### config.mk
export PLATFORM = sky130hd
export DESIGN_NAME = ddo_cfg
export DESIGN_NICKNAME = d
export VERILOG_FILES = /design/src/rtl/ddo_pkg.sv /design/src/rtl/ddo_cfg.sv
export SDC_FILE = /design/constraint.sdc
export NUM_CORES = 1
export LEC_CHECK = 0
export ABC_AREA = 1
export BUFFER_PORTS_ARGS = -buffer_cell sky130_fd_sc_hd__buf_4
export CORE_MARGIN = 2
export CORE_UTILIZATION = 45
export CTS_BUF_LIST = sky130_fd_sc_hd__clkbuf_4
export CTS_CLUSTER_DIAMETER = 60
export CTS_CLUSTER_SIZE = 24
export DETAILED_ROUTE_END_ITERATION = 10
export PLACE_DENSITY = 0.74
export SYNTH_ARGS = -nofsm -noshare
export SYNTH_HDL_FRONTEND = slang
export SYNTH_SLANG_ARGS = --single-unit
### constraint.sdc
create_clock -name clk -period 1.1 [get_ports clk]
set_input_delay 0.22 -clock clk [delete_from_list [all_inputs] [get_ports clk]]
set_output_delay 0.22 -clock clk [all_outputs]
set_load 0.02 [all_outputs]
### src/rtl/ddo_pkg.sv
// shared types, constants and tables for the differential drive odometry block
package ddo_pkg;

    localparam int CORDIC_STEPS = 30;
    localparam int DIV_STEPS = 128;
    localparam int STEP_W = 7;
    localparam int ADDR_W = 4;

    localparam logic [33:0] CORDIC_GAIN = 34'h0_26DD_3B6A;
    localparam logic [31:0] QUARTER_TURN = 32'h4000_0000;
    localparam logic [31:0] HALF_TURN = 32'h8000_0000;
    localparam logic [31:0] POS_LIMIT = 32'h7FFF_FFFF;
    localparam logic [31:0] TWO_PI_Q29 = 32'hC90F_DAA2;

    localparam logic [31:0] DIST_RESET = 32'd5262285;
    localparam logic [31:0] TURN_RESET = 32'd1265134;
    localparam logic [31:0] RATE_RESET = 32'd1000000;

    localparam logic [1:0] REG_DIST = 2'd0;
    localparam logic [1:0] REG_TURN = 2'd1;
    localparam logic [1:0] REG_RATE = 2'd2;

    typedef struct packed {
        logic [31:0] dist_per_tick;
        logic [31:0] turn_per_tick_diff;
        logic [31:0] stamp_rate;
    } cfg_t;

    typedef enum logic [4:0] {
        OP_NONE, OP_LOAD, OP_PRIME, OP_DELTA, OP_SAVE_S, OP_HEAD, OP_CINIT, OP_CSTEP,
        OP_CSAVE, OP_ADD_X, OP_ADD_Y, OP_QUAT, OP_VZERO, OP_DSTEP, OP_LIN, OP_SAVE_K,
        OP_ANG, OP_PUBLISH
    } dp_op_t;

    typedef enum logic [2:0] {
        MA_SUM, MA_DIFF, MA_SMAG_LO, MA_SMAG_HI, MA_HMAG_LO, MA_HMAG_HI, MA_STAMP
    } mac_a_t;

    typedef enum logic [2:0] {
        MB_DIST, MB_TURN, MB_COS, MB_SIN, MB_STAMP, MB_TWO_PI, MB_K_LO, MB_K_HI
    } mac_b_t;

    typedef struct packed {
        dp_op_t            op;
        logic [STEP_W-1:0] step;
        logic              half;
        logic              mac_en;
        logic              mac_clear;
        mac_a_t            mac_a;
        mac_b_t            mac_b;
        logic [1:0]        mac_shift;
    } cmd_t;

    typedef struct packed {
        logic primed;
        logic dt_zero;
    } status_t;

    typedef enum logic [4:0] {
        S_IDLE, S_START, S_MUL_S, S_MUL_H, S_HEAD, S_CINIT, S_CSTEP, S_CSAVE,
        S_PX0, S_PX1, S_PXADD, S_PY0, S_PY1, S_PYADD, S_HINIT, S_HSTEP, S_QUAT,
        S_VZERO, S_LIN0, S_LIN1, S_LDIV, S_LSAVE, S_K, S_KSAVE, S_A0, S_A1, S_A2,
        S_A3, S_ADIV, S_ASAVE, S_DONE
    } ctrl_state_t;

    function automatic logic [31:0] atan_angle(input logic [4:0] i);
        logic [31:0] r;
        case (i)
            5'd0:  r = 32'h2000_0000;
            5'd1:  r = 32'h12E4_051E;
            5'd2:  r = 32'h09FB_385B;
            5'd3:  r = 32'h0511_11D4;
            5'd4:  r = 32'h028B_0D43;
            5'd5:  r = 32'h0145_D7E1;
            5'd6:  r = 32'h00A2_F61E;
            5'd7:  r = 32'h0051_7C55;
            5'd8:  r = 32'h0028_BE53;
            5'd9:  r = 32'h0014_5F2F;
            5'd10: r = 32'h000A_2F98;
            5'd11: r = 32'h0005_17CC;
            5'd12: r = 32'h0002_8BE6;
            5'd13: r = 32'h0001_45F3;
            5'd14: r = 32'h0000_A2FA;
            5'd15: r = 32'h0000_517D;
            5'd16: r = 32'h0000_28BE;
            5'd17: r = 32'h0000_145F;
            5'd18: r = 32'h0000_0A30;
            5'd19: r = 32'h0000_0518;
            5'd20: r = 32'h0000_028C;
            5'd21: r = 32'h0000_0146;
            5'd22: r = 32'h0000_00A3;
            5'd23: r = 32'h0000_0051;
            5'd24: r = 32'h0000_0029;
            5'd25: r = 32'h0000_0014;
            5'd26: r = 32'h0000_000A;
            5'd27: r = 32'h0000_0005;
            5'd28: r = 32'h0000_0003;
            5'd29: r = 32'h0000_0001;
            default: r = 32'h0000_0000;
        endcase
        return r;
    endfunction

endpackage

### src/rtl/ddo_cfg.sv
// apb register file for the odometry scale factors
module ddo_cfg (
    input  logic                      clk,
    input  logic                      rst_n,
    input  logic                      psel,
    input  logic                      penable,
    input  logic                      pwrite,
    input  logic [ddo_pkg::ADDR_W-1:0] paddr,
    input  logic [31:0]               pwdata,
    output logic [31:0]               prdata,
    output logic                      pready,
    output ddo_pkg::cfg_t             cfg
);
    import ddo_pkg::*;

    logic [31:0] dist_reg, dist_next;
    logic [31:0] turn_reg, turn_next;
    logic [31:0] rate_reg, rate_next;
    logic [1:0]  index;
    logic        wr_en;

    assign index = paddr[3:2];
    assign wr_en = psel & penable & pwrite;
    assign pready = 1'b1;

    always_comb
    begin
        dist_next = dist_reg;
        turn_next = turn_reg;
        rate_next = rate_reg;
        if (wr_en)
        begin
            case (index)
                REG_DIST: dist_next = pwdata;
                REG_TURN: turn_next = pwdata;
                REG_RATE: rate_next = pwdata;
                default:  ;
            endcase
        end
    end

    always_comb
    begin
        case (index)
            REG_DIST: prdata = dist_reg;
            REG_TURN: prdata = turn_reg;
            REG_RATE: prdata = rate_reg;
            default:  prdata = 32'd0;
        endcase
    end

    always_ff @(posedge clk or negedge rst_n)
    begin
        if (!rst_n)
        begin
            dist_reg <= DIST_RESET;
            turn_reg <= TURN_RESET;
            rate_reg <= RATE_RESET;
        end
        else
        begin
            dist_reg <= dist_next;
            turn_reg <= turn_next;
            rate_reg <= rate_next;
        end
    end

    assign cfg.dist_per_tick = dist_reg;
    assign cfg.turn_per_tick_diff = turn_reg;
    assign cfg.stamp_rate = rate_reg;

endmodule

# After elaboration in Yosys (flattened, before gate mapping)
# Index checks and enable logic that the tools add are counted.
[word_totals] regBits=96 in_bits=41 out_inout_bits=129 word_cells=12
[op_classes] eq_ne=2 n_mux=1 bitwise=2 reduce_logical=4
[ops] cell="$pmux W32 S3" count=1
[ops] cell="$reduce_and A2 Y1" count=3
[ops] cell="$and A1 B1 Y1" count=2
[ops] cell="$eq A2 B1 Y1 const B" count=1
[ops] cell="$eq A2 B2 Y1 const B" count=1
[ops] cell="$logic_not A2 Y1" count=1

# Depth between registers and ports, before layout
[logic_depth] word_depth=3 depth_mapped=7 ltp_nobuf=6

# Worst setup path before layout
# OpenSTA, ideal clock, no wires.
[synth_timing] kind="input to output" from="input port paddr[2] in the netlist's numbering" to="output port prdata[15]" arrival_ps=840 required_ps=880 setup_slack_ps=40 path_stages=6 n_path_buf=1 path_cell_list="inv_2 > nand2_1 > inv_2 > buf_2 > nand2_1 > nand3_1"
[synth_via] elab_chain_cells=2 elab_cells_between_ends=4 cone_classes="eq/ne: 2; mux: 1; reduce/logical: 1"
[synth_lines] element="from (decl)" line_no="ddo_cfg.sv:8" source="input logic [ddo_pkg::ADDR_W-1:0] paddr,"
[synth_lines] element="$eq A2 B2 Y1, or another cell as far along" line_no="ddo_cfg.sv:44" source="case (index)"
[synth_lines] element="$pmux W32 S3 *" line_no="ddo_cfg.sv:44"
[synth_lines] element="to (decl)" line_no="ddo_cfg.sv:10" source="output logic [31:0] prdata,"
# Mark *: on every way between the ends. The rest lies on a longest branch, timed or not.

# Worst setup path in the final report
[layout_timing] from="register dist_reg[7]" to="output port prdata[7]"
[layout_via] elab_chain_cells=1
[layout_lines] element="from (decl)" line_no="ddo_cfg.sv:16" source="logic [31:0] dist_reg, dist_next;"
[layout_lines] element="from (signal assigned)" line_no="ddo_cfg.sv:62" source="dist_reg <= dist_next;"
[layout_lines] element="$pmux W32 S3" line_no="ddo_cfg.sv:44"
# No other way between the ends.

==> results by group <==
Run status
  • Outcome: finished with violations
  • Failing checks: setup timing

Power and ir drop
  • P_leak: 4.34 nW
  • Peak VDD IR: 1.11 mV
  • Cell Pwr Density: 1700 nW/um2

Critical path
  • Setup slack, reg-to-reg: -20 ps
  • CP Cell Sequence: nand2_1 > nand3_1 > buf_6
  • Crit Path Category: reg2out
  • Critical path endpoint category: output pin
  • Crit Path Max Fanout: 3
  • Worst Reg-to-Reg Cells: 6
  • R2r startpoint: turn_reg[8]
  • Crit path DAT: 1420 ps
  • Worst path top cell family by delay: flip-flops
  • CP max-delay cell: dfstp_2
  • Worst Path Buf+Inv: 1
  • FF-to-FF End: turn_reg[8]
  • Peak per-stage delay on the critical path: 590 ps
  • Type of origin of the critical path: flop
  • Crit path required time: 880 ps

Global route
  • M2 GR Usage: 56.2%
  • Initial antenna violation count: 0
  • First-pass GRT wire length: 25100 um
  • Largest net degree at the start of global routing: 32
  • All-Layer GR Usage: 31.8%
  • GR Util met1: 37.8%
  • Grt total ovfl: 0
  • Vias in the first global route: 5076
  • Met3 Use GR: 5.31%
  • Gr busiest metal: met2

Clocking
  • CTS tree: built
  • CTS HTree Levels: 3
  • Worst skew pair latency: 450 ps
  • TritonCTS Sinks: 96
  • Root buffer cell: clkbuf_4
  • Clk slew on worst S/H paths: 160 ps
  • CTS buffer count: 9
  • Clock buffer depth: 2

Timing
  • Worst Skew: 0 ps
  • Max Slew Vio Count: 0
  • Hold Vio Cnt, Final: 0
  • Final setup fails: 129
  • Post-route setup TNS: -36300 ps
  • Post-layout minimum cycle time: 1640 ps
  • Hold Slack: 181 ps
  • Final worst-path cycle share: 149%
  • RSZ-0062 raised after global routing: true
  • Post-route setup slack: -540 ps
  • FMAX: 610 MHz

Final layout
  • Design area: 7990 um2
  • Register area: 2440 um2
  • Final Net Count: 906
  • Ant. Diodes: 0
  • Area of the multi-input gates: 1890 um2
  • Syn-to-layout area delta: 86.8%
  • Post-Route Utilization: 86.5%
  • Fraction of layout cells with a size suffix above 1: 46.9%
  • # fillers: 429

Route
  • DRC violations left: 0
  • Initial DRT Pass Iterations: 5
  • Avg WL per Cell: 18.1 um
  • Routed wire length: 18100 um
  • DRT iter0 DRCs: 241
  • Vias/cell: 5.19
  • Detail Route Antenna Nets: 0
  • Overall via count from detail_route: 5182

Floorplan
  • Die area: 10300 um2
  • Initial Utilization: 46.3%
  • Row cnt: 35
  • Core area: 9240 um2
  • Die Width: 102 um
  • Die Height: 102 um
  • Top Ports: 170

Job
  • Maxcap violations: 0

Logic synthesis
  • Synthesized area: 4280 um2
  • Cells after synthesis: 559
  • Syn Area/Cell: 7.65 um2
  • Yosys top cell area share: 38.0%
  • Yosys reg bits: 96
  • Ys Warns: 0
  • Top cells by count, synth: 390 x nand2_1, 65 x dfrtp_1, 33 x nand3_1
  • Ys async rst share: 100%
  • Net Count, Synth: 600
  • Top-count cell post-synth: nand2_1
  • Share of the yosys chip area belonging to registers: 57.1%
  • EDFF count, synth: 0
  • Netlist cell types: 12
  • Post-synth top area cell: dfrtp_1
  • Most common flop cell mapped by yosys: dfrtp_1
  • Main area contributors after synthesis: dfrtp_1 38%, nand2_1 34%, dfstp_2 19%

Placement
  • Port bufs: 166
  • Hpwl dp: 8840 um
  • Placed Instance Area: 5880 um2
  • Gpl congestion: 0.804

Hold path
  • HP Class: in2async
[power breakdown]
part / total (mW) / switching [mW] / internal, mW
clock network: 1.94 / 1.20 / 0.741
registers: 5.24 / 0.812 / 4.43
logic: 6.44 / 2.97 / 3.47
[metal layers]
layer	wire length, um	part of all wire, %
met5	0	0
met4	731	4.0
met3	1310	7.2
met2	9460	52
met1	6630	37
[how the worst max path moves through the flow]
stage	to	cells past startpoint	from
2_1_floorplan	prdata[15]	6	paddr[2]
3_3_place_gp	prdata[30]	6	paddr[3]
3_5_place_dp	dist_reg[5]	7	paddr[3]
4_1_cts	prdata[6]	3	rate_reg[6]
5_1_grt	prdata[7]	3	dist_reg[7]
6_report	prdata[7]	3	dist_reg[7]
[stage by stage]
step           power (mW)  setup WS (ps)  instances
2_1_floorplan        7.00           40.3        559
3_3_place_gp         8.97           -160        854
3_5_place_dp         9.06           -184        854
4_1_cts              12.7           -422        964
5_1_grt              14.2           -570        999
6_report             13.6           -540        999
[placed cells by master, fill, tap and decap left out, types with 3 or more instances in the layout]
cell,netlist,routed
clkbuf_4,0,11
buf_12,0,11
nor2_2,4,4
buf_6,0,184
clkinvlp_4,0,3
inv_2,4,4
buf_4,4,95
dfrtp_1,65,62
nand3_2,0,30
dfrtp_2,0,3
nand2_2,1,30
nand2_1,390,361
dlygate4sd3_1,0,33
nand3_1,33,3
dfstp_2,31,31
[cell families (layout without fill, tap and decap cells)]
logic type | after synthesis | after routing | share of synthesized area, %
simple gates | 429 | 429 | 38.9
flops | 96 | 96 | 57.1
buf+inv | 33 | 344 | 3.95
other cells | 1 | 1 | 0.0877
[area by class of cell]
cell class                      instances  area share (%)
Timing Repair Buffer                  323            41.7
Sequential cell                        96            30.6
Multi-Input combinational cell        430            23.7
Tap cell                              129            2.02
Clock buffer                           11            1.03
Clock inverter                          5           0.720
Inverter                                5           0.235
[what timing repair did]
| action | CTS | global route |
|---|---|---|
| endpoints found under the setup margin | 128 | 128 |
| gates resized for setup | 181 | 65 |
| endpoints found under the hold margin | 167 | 0 |
| pin swaps | 41 | 29 |
| setup buffers | 61 | 35 |
| cloned | 0 | 0 |
| hold buffers | 33 | 0 |
(Power assumes the default switching activity.)
