==> config.mk <==
export PLATFORM = sky130hd
export DESIGN_NAME = ddo_ctrl
export DESIGN_NICKNAME = d
export VERILOG_FILES = /design/src/rtl/ddo_pkg.sv /design/src/rtl/ddo_ctrl.sv
export SDC_FILE = /design/constraint.sdc
export NUM_CORES = 1
export LEC_CHECK = 0
export BUFFER_PORTS_ARGS = -buffer_cell sky130_fd_sc_hd__buf_2
export CAP_MARGIN = 20
export CORE_MARGIN = 2
export CORE_UTILIZATION = 51
export CTS_BUF_LIST = sky130_fd_sc_hd__clkbuf_2 sky130_fd_sc_hd__clkbuf_4 sky130_fd_sc_hd__clkbuf_8
export DETAILED_ROUTE_END_ITERATION = 10
export GPL_TIMING_DRIVEN = 0
export PLACE_DENSITY = 0.75
export SLEW_MARGIN = 40
export SYNTH_ARGS = -nofsm -noshare
export SYNTH_HDL_FRONTEND = slang
export SYNTH_SLANG_ARGS = --single-unit
==> constraint.sdc <==
create_clock -name clk -period 1.54 [get_ports clk]
set_input_delay 0.077 -clock clk [delete_from_list [all_inputs] [get_ports clk]]
set_output_delay 0.077 -clock clk [all_outputs]
set_load 0.03 [all_outputs]
==> src/rtl/ddo_pkg.sv <==
// shared types, constants and tables for the differential drive odometry block
package ddo_pkg;

    localparam int CORDIC_STEPS = 30;
    localparam int DIV_STEPS = 128;
    localparam int STEP_W = 7;
    localparam int ADDR_W = 4;

    localparam logic [33:0] CORDIC_GAIN = 34'h0_26DD_3B6A;
    localparam logic [31:0] QUARTER_TURN = 32'h4000_0000;
    localparam logic [31:0] HALF_TURN = 32'h8000_0000;
    localparam logic [31:0] POS_LIMIT = 32'h7FFF_FFFF;
    localparam logic [31:0] TWO_PI_Q29 = 32'hC90F_DAA2;

    localparam logic [31:0] DIST_RESET = 32'd5262285;
    localparam logic [31:0] TURN_RESET = 32'd1265134;
    localparam logic [31:0] RATE_RESET = 32'd1000000;

    localparam logic [1:0] REG_DIST = 2'd0;
    localparam logic [1:0] REG_TURN = 2'd1;
    localparam logic [1:0] REG_RATE = 2'd2;

    typedef struct packed {
        logic [31:0] dist_per_tick;
        logic [31:0] turn_per_tick_diff;
        logic [31:0] stamp_rate;
    } cfg_t;

    typedef enum logic [4:0] {
        OP_NONE, OP_LOAD, OP_PRIME, OP_DELTA, OP_SAVE_S, OP_HEAD, OP_CINIT, OP_CSTEP,
        OP_CSAVE, OP_ADD_X, OP_ADD_Y, OP_QUAT, OP_VZERO, OP_DSTEP, OP_LIN, OP_SAVE_K,
        OP_ANG, OP_PUBLISH
    } dp_op_t;

    typedef enum logic [2:0] {
        MA_SUM, MA_DIFF, MA_SMAG_LO, MA_SMAG_HI, MA_HMAG_LO, MA_HMAG_HI, MA_STAMP
    } mac_a_t;

    typedef enum logic [2:0] {
        MB_DIST, MB_TURN, MB_COS, MB_SIN, MB_STAMP, MB_TWO_PI, MB_K_LO, MB_K_HI
    } mac_b_t;

    typedef struct packed {
        dp_op_t            op;
        logic [STEP_W-1:0] step;
        logic              half;
        logic              mac_en;
        logic              mac_clear;
        mac_a_t            mac_a;
        mac_b_t            mac_b;
        logic [1:0]        mac_shift;
    } cmd_t;

    typedef struct packed {
        logic primed;
        logic dt_zero;
    } status_t;

    typedef enum logic [4:0] {
        S_IDLE, S_START, S_MUL_S, S_MUL_H, S_HEAD, S_CINIT, S_CSTEP, S_CSAVE,
        S_PX0, S_PX1, S_PXADD, S_PY0, S_PY1, S_PYADD, S_HINIT, S_HSTEP, S_QUAT,
        S_VZERO, S_LIN0, S_LIN1, S_LDIV, S_LSAVE, S_K, S_KSAVE, S_A0, S_A1, S_A2,
        S_A3, S_ADIV, S_ASAVE, S_DONE
    } ctrl_state_t;

    function automatic logic [31:0] atan_angle(input logic [4:0] i);
        logic [31:0] r;
        case (i)
            5'd0:  r = 32'h2000_0000;
            5'd1:  r = 32'h12E4_051E;
            5'd2:  r = 32'h09FB_385B;
            5'd3:  r = 32'h0511_11D4;
            5'd4:  r = 32'h028B_0D43;
            5'd5:  r = 32'h0145_D7E1;
            5'd6:  r = 32'h00A2_F61E;
            5'd7:  r = 32'h0051_7C55;
            5'd8:  r = 32'h0028_BE53;
            5'd9:  r = 32'h0014_5F2F;
            5'd10: r = 32'h000A_2F98;
            5'd11: r = 32'h0005_17CC;
            5'd12: r = 32'h0002_8BE6;
            5'd13: r = 32'h0001_45F3;
            5'd14: r = 32'h0000_A2FA;
            5'd15: r = 32'h0000_517D;
            5'd16: r = 32'h0000_28BE;
            5'd17: r = 32'h0000_145F;
            5'd18: r = 32'h0000_0A30;
            5'd19: r = 32'h0000_0518;
            5'd20: r = 32'h0000_028C;
            5'd21: r = 32'h0000_0146;
            5'd22: r = 32'h0000_00A3;
            5'd23: r = 32'h0000_0051;
            5'd24: r = 32'h0000_0029;
            5'd25: r = 32'h0000_0014;
            5'd26: r = 32'h0000_000A;
            5'd27: r = 32'h0000_0005;
            5'd28: r = 32'h0000_0003;
            5'd29: r = 32'h0000_0001;
            default: r = 32'h0000_0000;
        endcase
        return r;
    endfunction

endpackage

==> src/rtl/ddo_ctrl.sv <==
// sequencer that steps the odometry datapath through one sample
module ddo_ctrl (
    input  logic              clk,
    input  logic              rst_n,
    input  logic              s_tvalid,
    output logic              s_tready,
    output logic              m_tvalid,
    input  logic              m_tready,
    input  ddo_pkg::status_t  status,
    output ddo_pkg::cmd_t     cmd
);
    import ddo_pkg::*;

    ctrl_state_t       state_reg, state_next;
    logic [STEP_W-1:0] count_reg, count_next;
    logic              m_valid_reg, m_valid_next;
    logic              publish;

    assign publish = (state_reg == S_DONE) && (!m_valid_reg || m_tready);
    assign s_tready = (state_reg == S_IDLE);
    assign m_tvalid = m_valid_reg;

    // next state
    always_comb
    begin
        state_next = state_reg;
        count_next = count_reg;
        m_valid_next = publish ? 1'b1 : (m_tready ? 1'b0 : m_valid_reg);
        case (state_reg)
            S_IDLE:   if (s_tvalid) state_next = S_START;
            S_START:  state_next = status.primed ? S_MUL_S : S_IDLE;
            S_MUL_S:  state_next = S_MUL_H;
            S_MUL_H:  state_next = S_HEAD;
            S_HEAD:   state_next = S_CINIT;
            S_CINIT:
            begin
                count_next = '0;
                state_next = S_CSTEP;
            end
            S_CSTEP:
            begin
                count_next = count_reg + 1'b1;
                if (count_reg == STEP_W'(CORDIC_STEPS - 1)) state_next = S_CSAVE;
            end
            S_CSAVE:  state_next = S_PX0;
            S_PX0:    state_next = S_PX1;
            S_PX1:    state_next = S_PXADD;
            S_PXADD:  state_next = S_PY0;
            S_PY0:    state_next = S_PY1;
            S_PY1:    state_next = S_PYADD;
            S_PYADD:  state_next = S_HINIT;
            S_HINIT:
            begin
                count_next = '0;
                state_next = S_HSTEP;
            end
            S_HSTEP:
            begin
                count_next = count_reg + 1'b1;
                if (count_reg == STEP_W'(CORDIC_STEPS - 1)) state_next = S_QUAT;
            end
            S_QUAT:   state_next = status.dt_zero ? S_VZERO : S_LIN0;
            S_VZERO:  state_next = S_DONE;
            S_LIN0:   state_next = S_LIN1;
            S_LIN1:
            begin
                count_next = '0;
                state_next = S_LDIV;
            end
            S_LDIV:
            begin
                count_next = count_reg + 1'b1;
                if (count_reg == STEP_W'(DIV_STEPS - 1)) state_next = S_LSAVE;
            end
            S_LSAVE:  state_next = S_K;
            S_K:      state_next = S_KSAVE;
            S_KSAVE:  state_next = S_A0;
            S_A0:     state_next = S_A1;
            S_A1:     state_next = S_A2;
            S_A2:     state_next = S_A3;
            S_A3:
            begin
                count_next = '0;
                state_next = S_ADIV;
            end
            S_ADIV:
            begin
                count_next = count_reg + 1'b1;
                if (count_reg == STEP_W'(DIV_STEPS - 1)) state_next = S_ASAVE;
            end
            S_ASAVE:  state_next = S_DONE;
            S_DONE:   if (publish) state_next = S_IDLE;
            default:  state_next = S_IDLE;
        endcase
    end

    // datapath commands
    always_comb
    begin
        cmd.op = OP_NONE;
        cmd.step = count_reg;
        cmd.half = 1'b0;
        cmd.mac_en = 1'b0;
        cmd.mac_clear = 1'b0;
        cmd.mac_a = MA_SUM;
        cmd.mac_b = MB_DIST;
        cmd.mac_shift = 2'd0;
        case (state_reg)
            S_IDLE:   if (s_tvalid) cmd.op = OP_LOAD;
            S_START:  cmd.op = status.primed ? OP_DELTA : OP_PRIME;
            S_MUL_S:
            begin
                cmd.mac_en = 1'b1;
                cmd.mac_clear = 1'b1;
            end
            S_MUL_H:
            begin
                cmd.op = OP_SAVE_S;
                cmd.mac_en = 1'b1;
                cmd.mac_clear = 1'b1;
                cmd.mac_a = MA_DIFF;
                cmd.mac_b = MB_TURN;
            end
            S_HEAD:   cmd.op = OP_HEAD;
            S_CINIT:  cmd.op = OP_CINIT;
            S_CSTEP:  cmd.op = OP_CSTEP;
            S_CSAVE:  cmd.op = OP_CSAVE;
            S_PX0:
            begin
                cmd.mac_en = 1'b1;
                cmd.mac_clear = 1'b1;
                cmd.mac_a = MA_SMAG_LO;
                cmd.mac_b = MB_COS;
            end
            S_PX1:
            begin
                cmd.mac_en = 1'b1;
                cmd.mac_a = MA_SMAG_HI;
                cmd.mac_b = MB_COS;
                cmd.mac_shift = 2'd1;
            end
            S_PXADD:  cmd.op = OP_ADD_X;
            S_PY0:
            begin
                cmd.mac_en = 1'b1;
                cmd.mac_clear = 1'b1;
                cmd.mac_a = MA_SMAG_LO;
                cmd.mac_b = MB_SIN;
            end
            S_PY1:
            begin
                cmd.mac_en = 1'b1;
                cmd.mac_a = MA_SMAG_HI;
                cmd.mac_b = MB_SIN;
                cmd.mac_shift = 2'd1;
            end
            S_PYADD:  cmd.op = OP_ADD_Y;
            S_HINIT:
            begin
                cmd.op = OP_CINIT;
                cmd.half = 1'b1;
            end
            S_HSTEP:  cmd.op = OP_CSTEP;
            S_QUAT:   cmd.op = OP_QUAT;
            S_VZERO:  cmd.op = OP_VZERO;
            S_LIN0:
            begin
                cmd.mac_en = 1'b1;
                cmd.mac_clear = 1'b1;
                cmd.mac_a = MA_SMAG_LO;
                cmd.mac_b = MB_STAMP;
            end
            S_LIN1:
            begin
                cmd.mac_en = 1'b1;
                cmd.mac_a = MA_SMAG_HI;
                cmd.mac_b = MB_STAMP;
                cmd.mac_shift = 2'd1;
            end
            S_LDIV:   cmd.op = OP_DSTEP;
            S_LSAVE:  cmd.op = OP_LIN;
            S_K:
            begin
                cmd.mac_en = 1'b1;
                cmd.mac_clear = 1'b1;
                cmd.mac_a = MA_STAMP;
                cmd.mac_b = MB_TWO_PI;
            end
            S_KSAVE:  cmd.op = OP_SAVE_K;
            S_A0:
            begin
                cmd.mac_en = 1'b1;
                cmd.mac_clear = 1'b1;
                cmd.mac_a = MA_HMAG_LO;
                cmd.mac_b = MB_K_LO;
            end
            S_A1:
            begin
                cmd.mac_en = 1'b1;
                cmd.mac_a = MA_HMAG_LO;
                cmd.mac_b = MB_K_HI;
                cmd.mac_shift = 2'd1;
            end
            S_A2:
            begin
                cmd.mac_en = 1'b1;
                cmd.mac_a = MA_HMAG_HI;
                cmd.mac_b = MB_K_LO;
                cmd.mac_shift = 2'd1;
            end
            S_A3:
            begin
                cmd.mac_en = 1'b1;
                cmd.mac_a = MA_HMAG_HI;
                cmd.mac_b = MB_K_HI;
                cmd.mac_shift = 2'd2;
            end
            S_ADIV:   cmd.op = OP_DSTEP;
            S_ASAVE:  cmd.op = OP_ANG;
            S_DONE:   if (publish) cmd.op = OP_PUBLISH;
            default:  cmd.op = OP_NONE;
        endcase
    end

    always_ff @(posedge clk or negedge rst_n)
    begin
        if (!rst_n)
        begin
            state_reg <= S_IDLE;
            count_reg <= '0;
            m_valid_reg <= 1'b0;
        end
        else
        begin
            state_reg <= state_next;
            count_reg <= count_next;
            m_valid_reg <= m_valid_next;
        end
    end

endmodule

==> implementation parameters, run 1 <==
Parameter                              Value

Die
  Initial Utilization ... between 50 and 60%
  Die boundary height ... between 50 and 60 µm
  Die Wd ... 58.5 µm
  Top-level port count ... 31
  Row count ... 19

Yosys
  Most used DFF post-synth ... dfrtp_1
  Synthesized instance count ... between 150 and 200
  Most common cell in the netlist ... a21oi_1
  Async SR Flop Fraction ... between 90% and 100%
  Flops & latches, synth ... 13
  Number of distinct library cells after synthesis ... 61
  Top cell types by occurrence after synthesis ... a21oi_1 (16), nand2_1 (15), dfrtp_1 (13), nor2_1 (11)
  Average size of a mapped cell ... 8.15 µm²
  Yosys top cell area share ... between 20 and 25%
  Area of the mapped netlist ... roughly 1500 µm²
  Total of warnings raised by yosys ... 0
  Cell taking the most area after synthesis ... dfrtp_1
  Post-synth EDFFs ... 0
  Total nets after synthesis ... a little under 200
  Cell types occupying the most area after synthesis ... dfrtp_1 (21%), a21oi_1 (5.3%), nand2_1 (3.7%)
  Register area share after synthesis ... 21.5%

STA
  Worst endpoint after global-route timing repair ... cmd[21]
  Worst endpoint type ... primary output

Place
  Final RePlAce weighted congestion ... about 0.94
  Pre-CTS setup slack ... -0.287 ns
  Count of placed standard cells including taps ... 247
  Post-Place Cell Area ... roughly 1800 µm²
  Half-perimeter wire length after placement ... 3200 µm
  Number of port buffers ... 30

Clock tree
  Buffers from clock root to sink, at most ... 2
  Clk sinks ... 13
  CTS root buf ... clkbuf_4
  Cts bufs inserted ... 3
  H-tree level count ... 1

Outcome
  Terminating stage of the flow ... global routing
  First error line in the log ... [ERROR DPL-0038] Utilization greater than 100%, impossible to legalize
  Outcome ... did not finish

GRT
  Pin count of the biggest net entering global routing ... 14
==> logic make-up after synthesis <==
kind of cell / count (synthesis) / share of synthesized area (%)
compound gates: 65 / 31.8
buf+inv: 26 / 10.1
simple gates: 71 / 28.2
xor+xnor: 3 / 1.73
mux: 6 / 5.03
flops: 13 / 21.5
fa+ha+maj: 2 / 1.65
==> repair_timing <==
action                                  4_1_cts
pin swaps                                    19
endpoints found under the setup margin       24
gates cloned                                  4
resized for setup                           107
setup buffers                                29
hold buffers                                  1
endpoints found under the hold margin        13
==> metrics by stage <==
step	setup TNS, ns	utilization (%)
CTS	-6.12	88.6
detailed placement	-3.43	64.5
global placement	-2.76	64.5
floorplan	-1.29	-
==> inputs of run 2 (changes only) <==
Settings changed: CORE_UTILIZATION 51 to 40, CTS_BUF_LIST sky130_fd_sc_hd__clkbuf_2 sky130_fd_sc_hd__clkbuf_4 sky130_fd_sc_hd__clkbuf_8 to unset, PLACE_DENSITY 0.75 to unset, PLACE_DENSITY_LB_ADDON set to 0.15.
Clock period 1.54 ns to 2 ns, I/O delays scaled along.
==> run 2 against run 1 <==
Compared with the run above:
- the run now ends clean
- synthesized area is the same
- synthesized cell count unchanged
==> implementation parameters, run 2 <==
Parameter                              Value

Worst hold path
  Depth of the worst hold-timing path ... 3
  Hold Path End ... m_tvalid
  Hold/Removal Path Class ... input pin to register
  Beginning of the worst hold path ... m_tready

Yosys
  Most used DFF post-synth ... dfrtp_1
  Flops & latches, synth ... 13 (unchanged)
  Synthesized instance count ... 186 (unchanged)
  Total of warnings raised by yosys ... 0 (unchanged)
  Top cell types by occurrence after synthesis ... a21oi_1 (16), nand2_1 (15), dfrtp_1 (13), nor2_1 (11)
  Cell taking the most area after synthesis ... dfrtp_1
  Most common cell in the netlist ... a21oi_1
  Register area share after synthesis ... 21.5% (unchanged)
  Post-synth EDFFs ... 0 (unchanged)
  Async SR Flop Fraction ... 100% (unchanged)
  Area of the mapped netlist ... 1520 µm² (unchanged)
  Average size of a mapped cell ... 8.15 µm² (unchanged)
  Total nets after synthesis ... 194 (unchanged)
  Cell types occupying the most area after synthesis ... dfrtp_1 (21%), a21oi_1 (5.3%), nand2_1 (3.7%)
  Number of distinct library cells after synthesis ... 61 (unchanged)
  Yosys top cell area share ... 21.5% (unchanged)

Layout
  Total non-filler cell area in the finished layout ... 2000 µm²
  Antenna Diode Count ... 0
  Number of nets in the layout ... 244
  Total of fill cells in the finished design ... 362
  Most common cell after layout, fill and taps aside ... buf_2
  Fraction of layout instances using a drive strength above 1 ... between 30% and 40%
  Max reg flops ... 7
  Filler-free cell count of the finished design ... between 200 and 300
  Final core utilization ... 54.5%
  Post-synthesis to final-layout area growth ... 31.6%
  Most frequent cells in the layout ... buf_2 (30), buf_4 (21), a21oi_1 (16), nand2_1 (14), dfrtp_1 (13)

GRT
  Number of antenna violations at the first check in global routing ... 0
  First-pass GRT wire length ... a little over 7000 µm
  Global routing usage on met1 ... around 33%
  GR met3 Demand/Resource ... 3.25%
  All-layer global routing usage ... 21.5%
  Pin count of the biggest net entering global routing ... 14
  Number of global-route vias before repair ... 1508
  Total congestion overflow ... 0
  Busiest layer in global routing ... met2
  Global-route met2 utilization ... 32.7%

STA
  Slew at the pin closest to its max-slew limit ... 0.712 ns
  Setup WS post-layout ... approximately 0.035 ns
  Final hold violation count ... 0
  Final-report setup violation count ... 0
  Clock period minus worst slack ... 1.96 ns
  Final max-slew violation count ... 0
  Rel. slew slack ... roughly 52%
  Maximum clock frequency ... approximately 0.5 GHz
  Final cycle utilization of the critical path ... 98.2%
  Final worst clock skew ... 0.000994 ns

Clock tree
  Buffers from clock root to sink, at most ... 2 (unchanged)
  CTS root buf ... clkbuf_8
  Cts bufs inserted ... 3 (unchanged)
  H-tree level count ... 1 (unchanged)
  Clock tree from TritonCTS ... built
  Worst skew pair latency ... 0.24 ns
  Clk sinks ... 13 (unchanged)
  Clock-pin transition on the worst setup and hold timing paths ... 0.06 ns

Place
  Post-Place Cell Area ... 1730 µm² (-3.8%)
  Pre-CTS setup slack ... 0.159 ns (+0.446 ns)
  Count of placed standard cells including taps ... 264 (+6.9%)
  Half-perimeter wire length after placement ... 3090 µm (-3.4%)
  Final RePlAce weighted congestion ... 0.915 (-2.8%)
  Number of port buffers ... 30 (unchanged)

Power and ir drop
  IR drop worst, VDD ... 407 µV
  Total power after layout ... 514 µW
  Internal Power ... 406 µW
  Power spent charging and discharging nets ... 108 µW
  Net switching share of the total power ... 21.0%
  Leakage dissipation ... between 0.0009 and 0.001 µW
  Portion of total power attributed to sequential cells ... 51.2%
  Clk pwr share ... about 46%
  Portion of total power attributed to combinational logic ... roughly 2.4%
  Power per unit of standard cell area ... between 200 and 300 nW/µm²

Critical path
  Critical path peak fanout ... 8
  Setup slack, reg-to-reg ... 0.14 ns
  Data required time at the worst endpoint ... 1.90 ns
  Signal arrival time at the worst endpoint ... between 1.5 and 2 ns
  Nature of the critical path endpoint ... output pin
  Type of the setup path with the least slack ... register to output pin
  Worst reg-to-reg path cell count ... 6
  Startpoint type of the worst setup path ... register
  Endpoint of the lowest-slack register-to-register path ... state_reg[1]
  Worst setup path startpoint ... state_reg[1]
  R2r startpoint ... count_reg[1]

Drt
  Overall via count from detail_route ... 1664
  Total length of routed wires ... 4650 µm
  DRT iter0 DRCs ... 116
  Number of remaining DRC errors ... 0
  Antenna violation net count after detailed routing ... 0
  Routed length per instance ... 16.4 µm
  Vias per cell ... around 5.9
  Count of TritonRoute iterations in the first routing pass ... 5

Die
  Initial Utilization ... 41.4% (-13 points)
  Top-level port count ... 31 (unchanged)
  Row count ... 22 (+3)
  Die Wd ... 65.6 µm (+12%)
  Die boundary height ... 65.6 µm (+12%)
  Die ar. ... approximately 4300 µm²
  Core Footprint ... around 3700 µm²

Job
  Maximum capacitance violations ... 0

Outcome
  Outcome ... finished clean
[run 2: cell counts after synthesis]
No cell type changed its count.
[run 2: layout make-up]
class	count	area, µm²	share of cell area [%]
multi-input cells	148	1080	54.2
flip-flops and latches	13	325	16.3
repair buffers	45	297	14.9
plain buffers	19	160	8.03
well taps	48	60.1	3.01
clock buffers	3	41.3	2.07
inverters	6	26.3	1.32
clock inverters	1	5.00	0.251
[run 2: critical path, cell delays in order, from the launching register on]
cell and delay, ns:
dfrtp_1 0.37, buf_6 0.13, buf_8 0.13, nor2b_2 0.16, a22oi_2 0.16, o22ai_2 0.11, a2111o_1 0.41, buf_6 0.15
[run 2: per-stage QoR]
| stage | hold WS, ns | TNS [ns] |
|---|---|---|
| final | 0.228 | 0 |
| after global routing | 0.237 | -0.00282 |
| after CTS | 0.216 | 0 |
| after detailed placement | 0.000744 | 0 |
| after global placement | -0.000286 | 0 |
| after floorplan | -0.196 | 0 |
[run 2: how the worst max path moves through the flow]
stage                         endpoint  depth (start not counted)
after CTS                      cmd[18]                          8
final                          cmd[18]                          7
after detailed placement       cmd[21]                          6
after global routing           cmd[18]                          7
after floorplan           state_reg[1]                          5
after global placement    state_reg[1]                          6
[run 2: what timing repair did]
action	in CTS	in global routing
gates cloned	0	2
setup buffers	1	12
hold endpoints to repair	13	0
setup endpoints to repair	5	10
pin swaps	2	6
gates resized for setup	9	28
hold buffers	1	0
[run 2: layer usage]
layer / routed length (µm) / share of wire, %
met1: 2180 / 47
met2: 2070 / 44
met3: 365 / 7.9
met4: 42 / 0.90
met5: 0 / 0
[run 2: power groups by stage]
stage	Sequential, µW	Combinational (µW)	Clock, µW
final	263	12.6	238
after global routing	263	14.1	257
after CTS	263	12.6	244
after detailed placement	268	11.1	0
after global placement	268	10.9	0
after floorplan	268	0.346	0
[run 2: cells by family (layout without fill, tap and decap cells)]
logic type,count (synthesis),in the layout,synth area share [%]
AOI/OAI and AO/OA,65,65,31.8
adders and majority gates,2,2,1.65
and+or+nand+nor,71,72,28.2
buffers and inverters,26,74,10.1
xor gates and xnor gates,3,3,1.73
muxes,6,6,5.03
DFF,13,13,21.5
Note: power is estimated with default switching activity, not from simulation.
==> inputs of run 3 (changes only) <==
Clock period 2 ns to 1.95 ns, I/O delays scaled along.
==> run 3 against run 2 <==
Compared with the run above:
- the run now ends with setup timing left
- sequential share of layout area increased by 0.15 points
- combinational power increased by 4%
- clock power increased by 3%
- power increased by 2.8%
- non-clock buffer count decreased by 1
- clock skew about the same
- first-iteration DRC count increased by 13%
- core utilization decreased by 0.51 points
==> implementation parameters, run 3 (same netlist as run 2, synthesis figures left out) <==
Parameter                              Value

Outcome
  Outcome ... finished with violations
  Failing checks ... setup timing

Critical path
  Worst reg-to-reg path cell count ... 6 (unchanged)
  Critical path peak fanout ... 8 (unchanged)
  Data required time at the worst endpoint ... 1.85 ns (-0.05 ns)
  Nature of the critical path endpoint ... output pin
  Startpoint type of the worst setup path ... register
  Type of the setup path with the least slack ... register to output pin
  Signal arrival time at the worst endpoint ... 1.87 ns (about the same)

Layout
  Post-synthesis to final-layout area growth ... 30.4%
  Number of nets in the layout ... 243 (-0.41%)
  Total non-filler cell area in the finished layout ... 1980 µm² (-0.94%)
  Filler-free cell count of the finished design ... 282 (-0.35%)
  Most common cell after layout, fill and taps aside ... buf_2
  Max reg flops ... 7 (unchanged)
  Antenna Diode Count ... 0 (unchanged)
  Most frequent cells in the layout ... buf_2 (30), buf_4 (22), a21oi_1 (16), nand2_1 (14), dfrtp_1 (13)
  Total of fill cells in the finished design ... 362 (unchanged)
  Fraction of layout instances using a drive strength above 1 ... 38.9% (-0.26 points)

Die
  Core Footprint ... 3660 µm² (unchanged)
  Die ar. ... 4300 µm² (unchanged)
  Top-level port count ... 31 (unchanged)
  Initial Utilization ... 41.4% (unchanged)
  Die Wd ... 65.6 µm (unchanged)
  Row count ... 22 (unchanged)
  Die boundary height ... 65.6 µm (unchanged)

STA
  Rel. slew slack ... 57.5% (+5.1 points)
  Maximum clock frequency ... 0.508 GHz
  Final cycle utilization of the critical path ... 101%
  Final hold violation count ... 0 (unchanged)
  Final max-slew violation count ... 0 (unchanged)
  Slew at the pin closest to its max-slew limit ... 0.636 ns (-0.0762 ns)
  Setup repair after global routing missed its margin ... true
  Setup WS post-layout ... -0.0193 ns (-0.0545 ns)
  Clock period minus worst slack ... between 1.5 and 2 ns
  Final-report setup violation count ... 1 (+1)
  Final worst clock skew ... 0.00149 ns (+0.000494 ns)

Worst hold path
  Depth of the worst hold-timing path ... 3 (unchanged)
  Hold/Removal Path Class ... input pin to register

GRT
  Global routing usage on met1 ... 32.6% (+0.11 points)
  Number of antenna violations at the first check in global routing ... 0 (unchanged)
  Global-route met2 utilization ... 32.0% (-0.64 points)
  Busiest layer in global routing ... met1
  Total congestion overflow ... 0 (unchanged)
  GR met3 Demand/Resource ... 3.25% (unchanged)
  All-layer global routing usage ... 21.3% (-0.14 points)
  Number of global-route vias before repair ... 1496 (-0.80%)
  First-pass GRT wire length ... 7220 µm (-0.56%)
  Pin count of the biggest net entering global routing ... 20 (+6)

Drt
  Routed length per instance ... 16.3 µm (-0.70%)
  Count of TritonRoute iterations in the first routing pass ... 4 (-1)
  Vias per cell ... 5.89 (+0.23%)
  Total length of routed wires ... 4600 µm (-1.1%)
  Overall via count from detail_route ... 1662 (-0.12%)
  Number of remaining DRC errors ... 0 (unchanged)
  Antenna violation net count after detailed routing ... 0 (unchanged)
  DRT iter0 DRCs ... 131 (+13%)

Place
  Half-perimeter wire length after placement ... 3090 µm (unchanged)
  Final RePlAce weighted congestion ... 0.915 (unchanged)
  Post-Place Cell Area ... 1730 µm² (unchanged)
  Number of port buffers ... 30 (unchanged)
  Count of placed standard cells including taps ... 264 (unchanged)
  Pre-CTS setup slack ... 0.112 ns (-0.0475 ns)

Clock tree
  Clk sinks ... 13 (unchanged)
  Worst skew pair latency ... 0.24 ns (about the same)
  Cts bufs inserted ... 3 (unchanged)
  Clock tree from TritonCTS ... built
  CTS root buf ... clkbuf_8
  H-tree level count ... 1 (unchanged)
  Clock-pin transition on the worst setup and hold timing paths ... 0.06 ns (about the same)
  Buffers from clock root to sink, at most ... 2 (unchanged)

Power and ir drop
  Leakage dissipation ... 0.000933 µW (-0.98%)
  IR drop worst, VDD ... 418 µV (+2.6%)
  Power per unit of standard cell area ... 267 nW/µm² (+3.8%)

Job
  Maximum capacitance violations ... 0 (unchanged)
run 3: cell count changes in the layout (fill, tap and decap cells not counted), sizes merged:
| cell | before | now |
|---|---|---|
| buf | 58 | 60 |
| clkbuf | 8 | 5 |
run 3: power by group:
part / internal [µW] / switching, µW / leakage [µW]
clock: 141 / 104 / 0.0000255
sequential: 270 / 0.0000000000000345 / 0.000157
combinational: 5.21 / 7.88 / 0.000751
total: 416 / 112 / 0.000933
run 3: layout make-up:
type                       instances  area [µm²]  share of cell area (%)
buffer                            18         161                    8.16
timing repair buffer              45         277                    14.0
sequential                        13         325                    16.5
clock buffer                       3        41.3                    2.09
tap                               48        60.1                    3.04
clock inverter                     1        5.00                   0.253
multi-input combinational        148        1080                    54.7
inverter                           6        26.3                    1.33
run 3: path summary, 6_finish.rpt:
check,from,slack [ns],endpoint
min reg2reg,count_reg[6],0.57,count_reg[6]
min in group asynchronous,rst_n,0.28,count_reg[5]
max,state_reg[1],-0.02,cmd[18]
min,m_tready,0.22,m_tvalid
max reg2reg,count_reg[1],0.10,state_reg[1]
max in group asynchronous,rst_n,1.44,count_reg[4]
run 3: through the flow:
stage               setup TNS (ns)  util, %  total power [µW]  hold WS (ns)
global route               -0.0738     54.0               548         0.234
finish                     -0.0193     54.0               528         0.225
detailed placement               0     47.2               286      -0.00176
floorplan                        0        -               275        -0.198
global placement                 0     47.2               286      -0.00279
CTS                        -0.0400     49.6               533         0.214
run 3: what timing repair did:
| item | CTS | global route |
|---|---|---|
| pin swaps | 2 | 5 |
| gates resized for setup | 11 | 26 |
| cloned | 0 | 1 |
| endpoints found under the setup margin | 9 | 10 |
| endpoints found under the hold margin | 13 | 0 |
| setup buffers | 1 | 13 |
| hold buffers | 1 | 0 |
run 3: critical path, stage by stage, from the launching register on:
cell,delay (ns)
dfrtp_1,0.37
buf_6,0.13
buf_8,0.13
nor2b_2,0.16
a22oi_2,0.16
o22ai_2,0.12
a2111o_1,0.41
buf_6,0.15
run 3: routing by layer:
metal | vias to the layer above | part of all wire [%]
met1 | 816 | 50
met3 | 4 | 5.4
li1 | 791 | -
met5 | - | 0
met2 | 51 | 44
met4 | 0 | 0.37
==> inputs of run 4 (changes only) <==
Settings changed: GPL_TIMING_DRIVEN 0 to unset, RECOVER_POWER set to 25.
==> run 4 against run 3 <==
Compared with the run above:
- die area unchanged
- highest routed layer unchanged
- critical path depth shrank 1
- design area fell by 1.8%
- global-route usage is 0.80 points lower
- combinational power about the same
- cell count grew 0.35%
- count of clock-buffer cells in the layout is 1 higher
- critical endpoint unchanged
- the flow now finishes without violations
==> implementation parameters, run 4 (same netlist as run 2, synthesis figures left out) <==
Parameter                              Value

Drt
  Top metal layer carrying routed signals ... met4
  Count of TritonRoute iterations in the first routing pass ... 4 (unchanged)
  Number of remaining DRC errors ... 0 (unchanged)
  Overall via count from detail_route ... 1598 (-3.9%)
  Routed met3 length ... 178 µm (-28%)
  Total length of routed wires ... 4380 µm (-4.7%)
  DR WL met2 ... 2110 µm (+4.0%)
  Antenna violation net count after detailed routing ... 0 (unchanged)
  Routed length per instance ... 15.5 µm (-5.1%)
  Vias per cell ... 5.65 (-4.2%)
  DRT iter0 DRCs ... 200 (+53%)
  Length of routed wiring on met1 ... 2080 µm (-9.8%)

GRT
  Pin count of the biggest net entering global routing ... 21 (+5.0%)
  First-pass GRT wire length ... 7090 µm (-1.7%)
  Total congestion overflow ... 0 (unchanged)
  Number of global-route vias before repair ... 1450 (-3.1%)
  Number of antenna violations at the first check in global routing ... 0 (unchanged)
  All-layer global routing usage ... 20.5% (-0.80 points)

Clock tree
  Worst skew pair latency ... 0.24 ns (about the same)
  Clock tree from TritonCTS ... built
  H-tree level count ... 1 (unchanged)
  Buffers from clock root to sink, at most ... 2 (unchanged)
  Clk sinks ... 13 (unchanged)
  Cts bufs inserted ... 3 (unchanged)
  CTS root buf ... clkbuf_8
  Clock-pin transition on the worst setup and hold timing paths ... 0.06 ns (about the same)

Die
  Top-level port count ... 31 (unchanged)
  Row count ... 22 (unchanged)
  Die boundary height ... 65.6 µm (unchanged)
  Die Wd ... 65.6 µm (unchanged)
  Core Footprint ... 3660 µm² (unchanged)
  Initial Utilization ... 41.4% (unchanged)
  Die ar. ... 4300 µm² (unchanged)

Layout
  Max reg flops ... 7 (unchanged)
  Fraction of layout instances using a drive strength above 1 ... 38.3% (-0.59 points)
  Most common cell after layout, fill and taps aside ... buf_4
  Most frequent cells in the layout ... buf_4 (35), buf_2 (26), a21oi_1 (16), nand2_1 (15), nor2_1 (11)
  Antenna Diode Count ... 0 (unchanged)
  Number of nets in the layout ... 244 (+0.41%)
  Post-synthesis to final-layout area growth ... 28.1%

STA
  Final max-slew violation count ... 0 (unchanged)
  Maximum clock frequency ... 0.524 GHz (+3.3%)
  Setup repair after global routing missed its margin ... true
  Slew at the pin closest to its max-slew limit ... 0.769 ns (+0.132 ns)
  Final cycle utilization of the critical path ... 97.8% (-3.2 points)
  Minimum hold slack ... 0.217 ns (-0.00729 ns)
  Final-report setup violation count ... 0 (-1)
  Final-layout setup total negative slack ... 0 ns (+0.0193 ns)
  Rel. slew slack ... 48.7% (-8.7 points)
  Final hold violation count ... 0 (unchanged)
  Final worst clock skew ... 0.000687 ns (-0.000801 ns)
  Clock period minus worst slack ... 1.91 ns (-0.0627 ns)

Power and ir drop
  Power spent charging and discharging nets ... 106 µW (-5.0%)
  Power per unit of standard cell area ... 271 nW/µm² (+1.2%)
  Internal Power ... 419 µW (+0.63%)
  Portion of total power attributed to combinational logic ... 2.4% (about the same)
  Total power after layout ... 525 µW (-0.57%)
  Leakage dissipation ... 0.000915 µW (-1.9%)
  IR drop worst, VDD ... 260 µV (-38%)
  Portion of total power attributed to sequential cells ... 51.4% (+0.3 points)
  Clk pwr share ... 46.2% (-0.2 points)
  Net switching share of the total power ... 20.3% (-0.95 points)

Critical path
  Signal arrival time at the worst endpoint ... 1.81 ns (-0.06 ns)
  Startpoint type of the worst setup path ... register
  Nature of the critical path endpoint ... output pin
  Critical path peak fanout ... 8 (unchanged)
  Type of the setup path with the least slack ... register to output pin
  Data required time at the worst endpoint ... 1.85 ns (about the same)

Worst hold path
  Hold/Removal Path Class ... input pin to register

Outcome
  Outcome ... finished clean

Place
  Number of port buffers ... 30 (unchanged)
  Final RePlAce weighted congestion ... 0.846 (-7.5%)
  Half-perimeter wire length after placement ... 3170 µm (+2.5%)

Job
  Maximum capacitance violations ... 0 (unchanged)
[run 4: worst max-delay path, cell delays in order, from the launching register on]
cell      delay, ns
dfrtp_2        0.46
buf_6          0.15
nor2b_2        0.16
a22oi_1        0.21
o22ai_1        0.12
a2111o_1       0.32
buf_6          0.15
[run 4: final timing paths]
check,start,endpoint,slack (ns),depth (start not counted)
max,state_reg[3],cmd[18],0.04,6
max reg2reg,count_reg[0],state_reg[0],0.09,5
max in group asynchronous,rst_n,state_reg[3],0.98,2
min,m_tready,m_tvalid,0.22,3
min in group asynchronous,rst_n,count_reg[2],0.44,2
min reg2reg,count_reg[1],count_reg[1],0.59,1
[run 4: layout make-up]
cell class / count / area (µm²)
fill: 364 / 1720
multi-input combinational: 147 / 1050
timing repair buffer: 65 / 429
sequential: 13 / 333
tap: 48 / 60.1
clock buffer: 4 / 45.0
inverter: 6 / 22.5
[run 4: timing repair]
item / 4_1_cts / 5_1_grt
pin swaps: 1 / 3
gates resized for setup: 6 / 12
setup buffers: 4 / 9
hold endpoints to repair: 13 / 0
hold buffers: 1 / 0
endpoints found under the setup margin: 7 / 11
gates cloned: 0 / 0
[run 4: per-stage QoR]
step           area, µm²  util (%)  setup WS (ns)  std cells
2_1_floorplan       1520         -         0.0538        186
3_3_place_gp        1750      47.9          0.142        265
3_5_place_dp        1750      47.9          0.101        265
4_1_cts             1850      50.4        0.00348        274
5_1_grt             1940      53.0        -0.0122        283
6_report            1940      53.0         0.0433        283
[run 4: metal layers]
layer	GRT usage [%]	vias up
li1	-	791
met5	0	-
met4	2.34	0
met2	32.8	42
met1	30.6	763
met3	2.05	2
[run 4: power by group through the flow]
stage                     clock [µW]  combinational, µW  sequential (µW)
after global placement             0               11.7              275
after CTS                        250               13.7              270
after floorplan                    0              0.355              275
after global routing             258               14.4              270
after detailed placement           0               12.2              275
final                            243               12.9              270
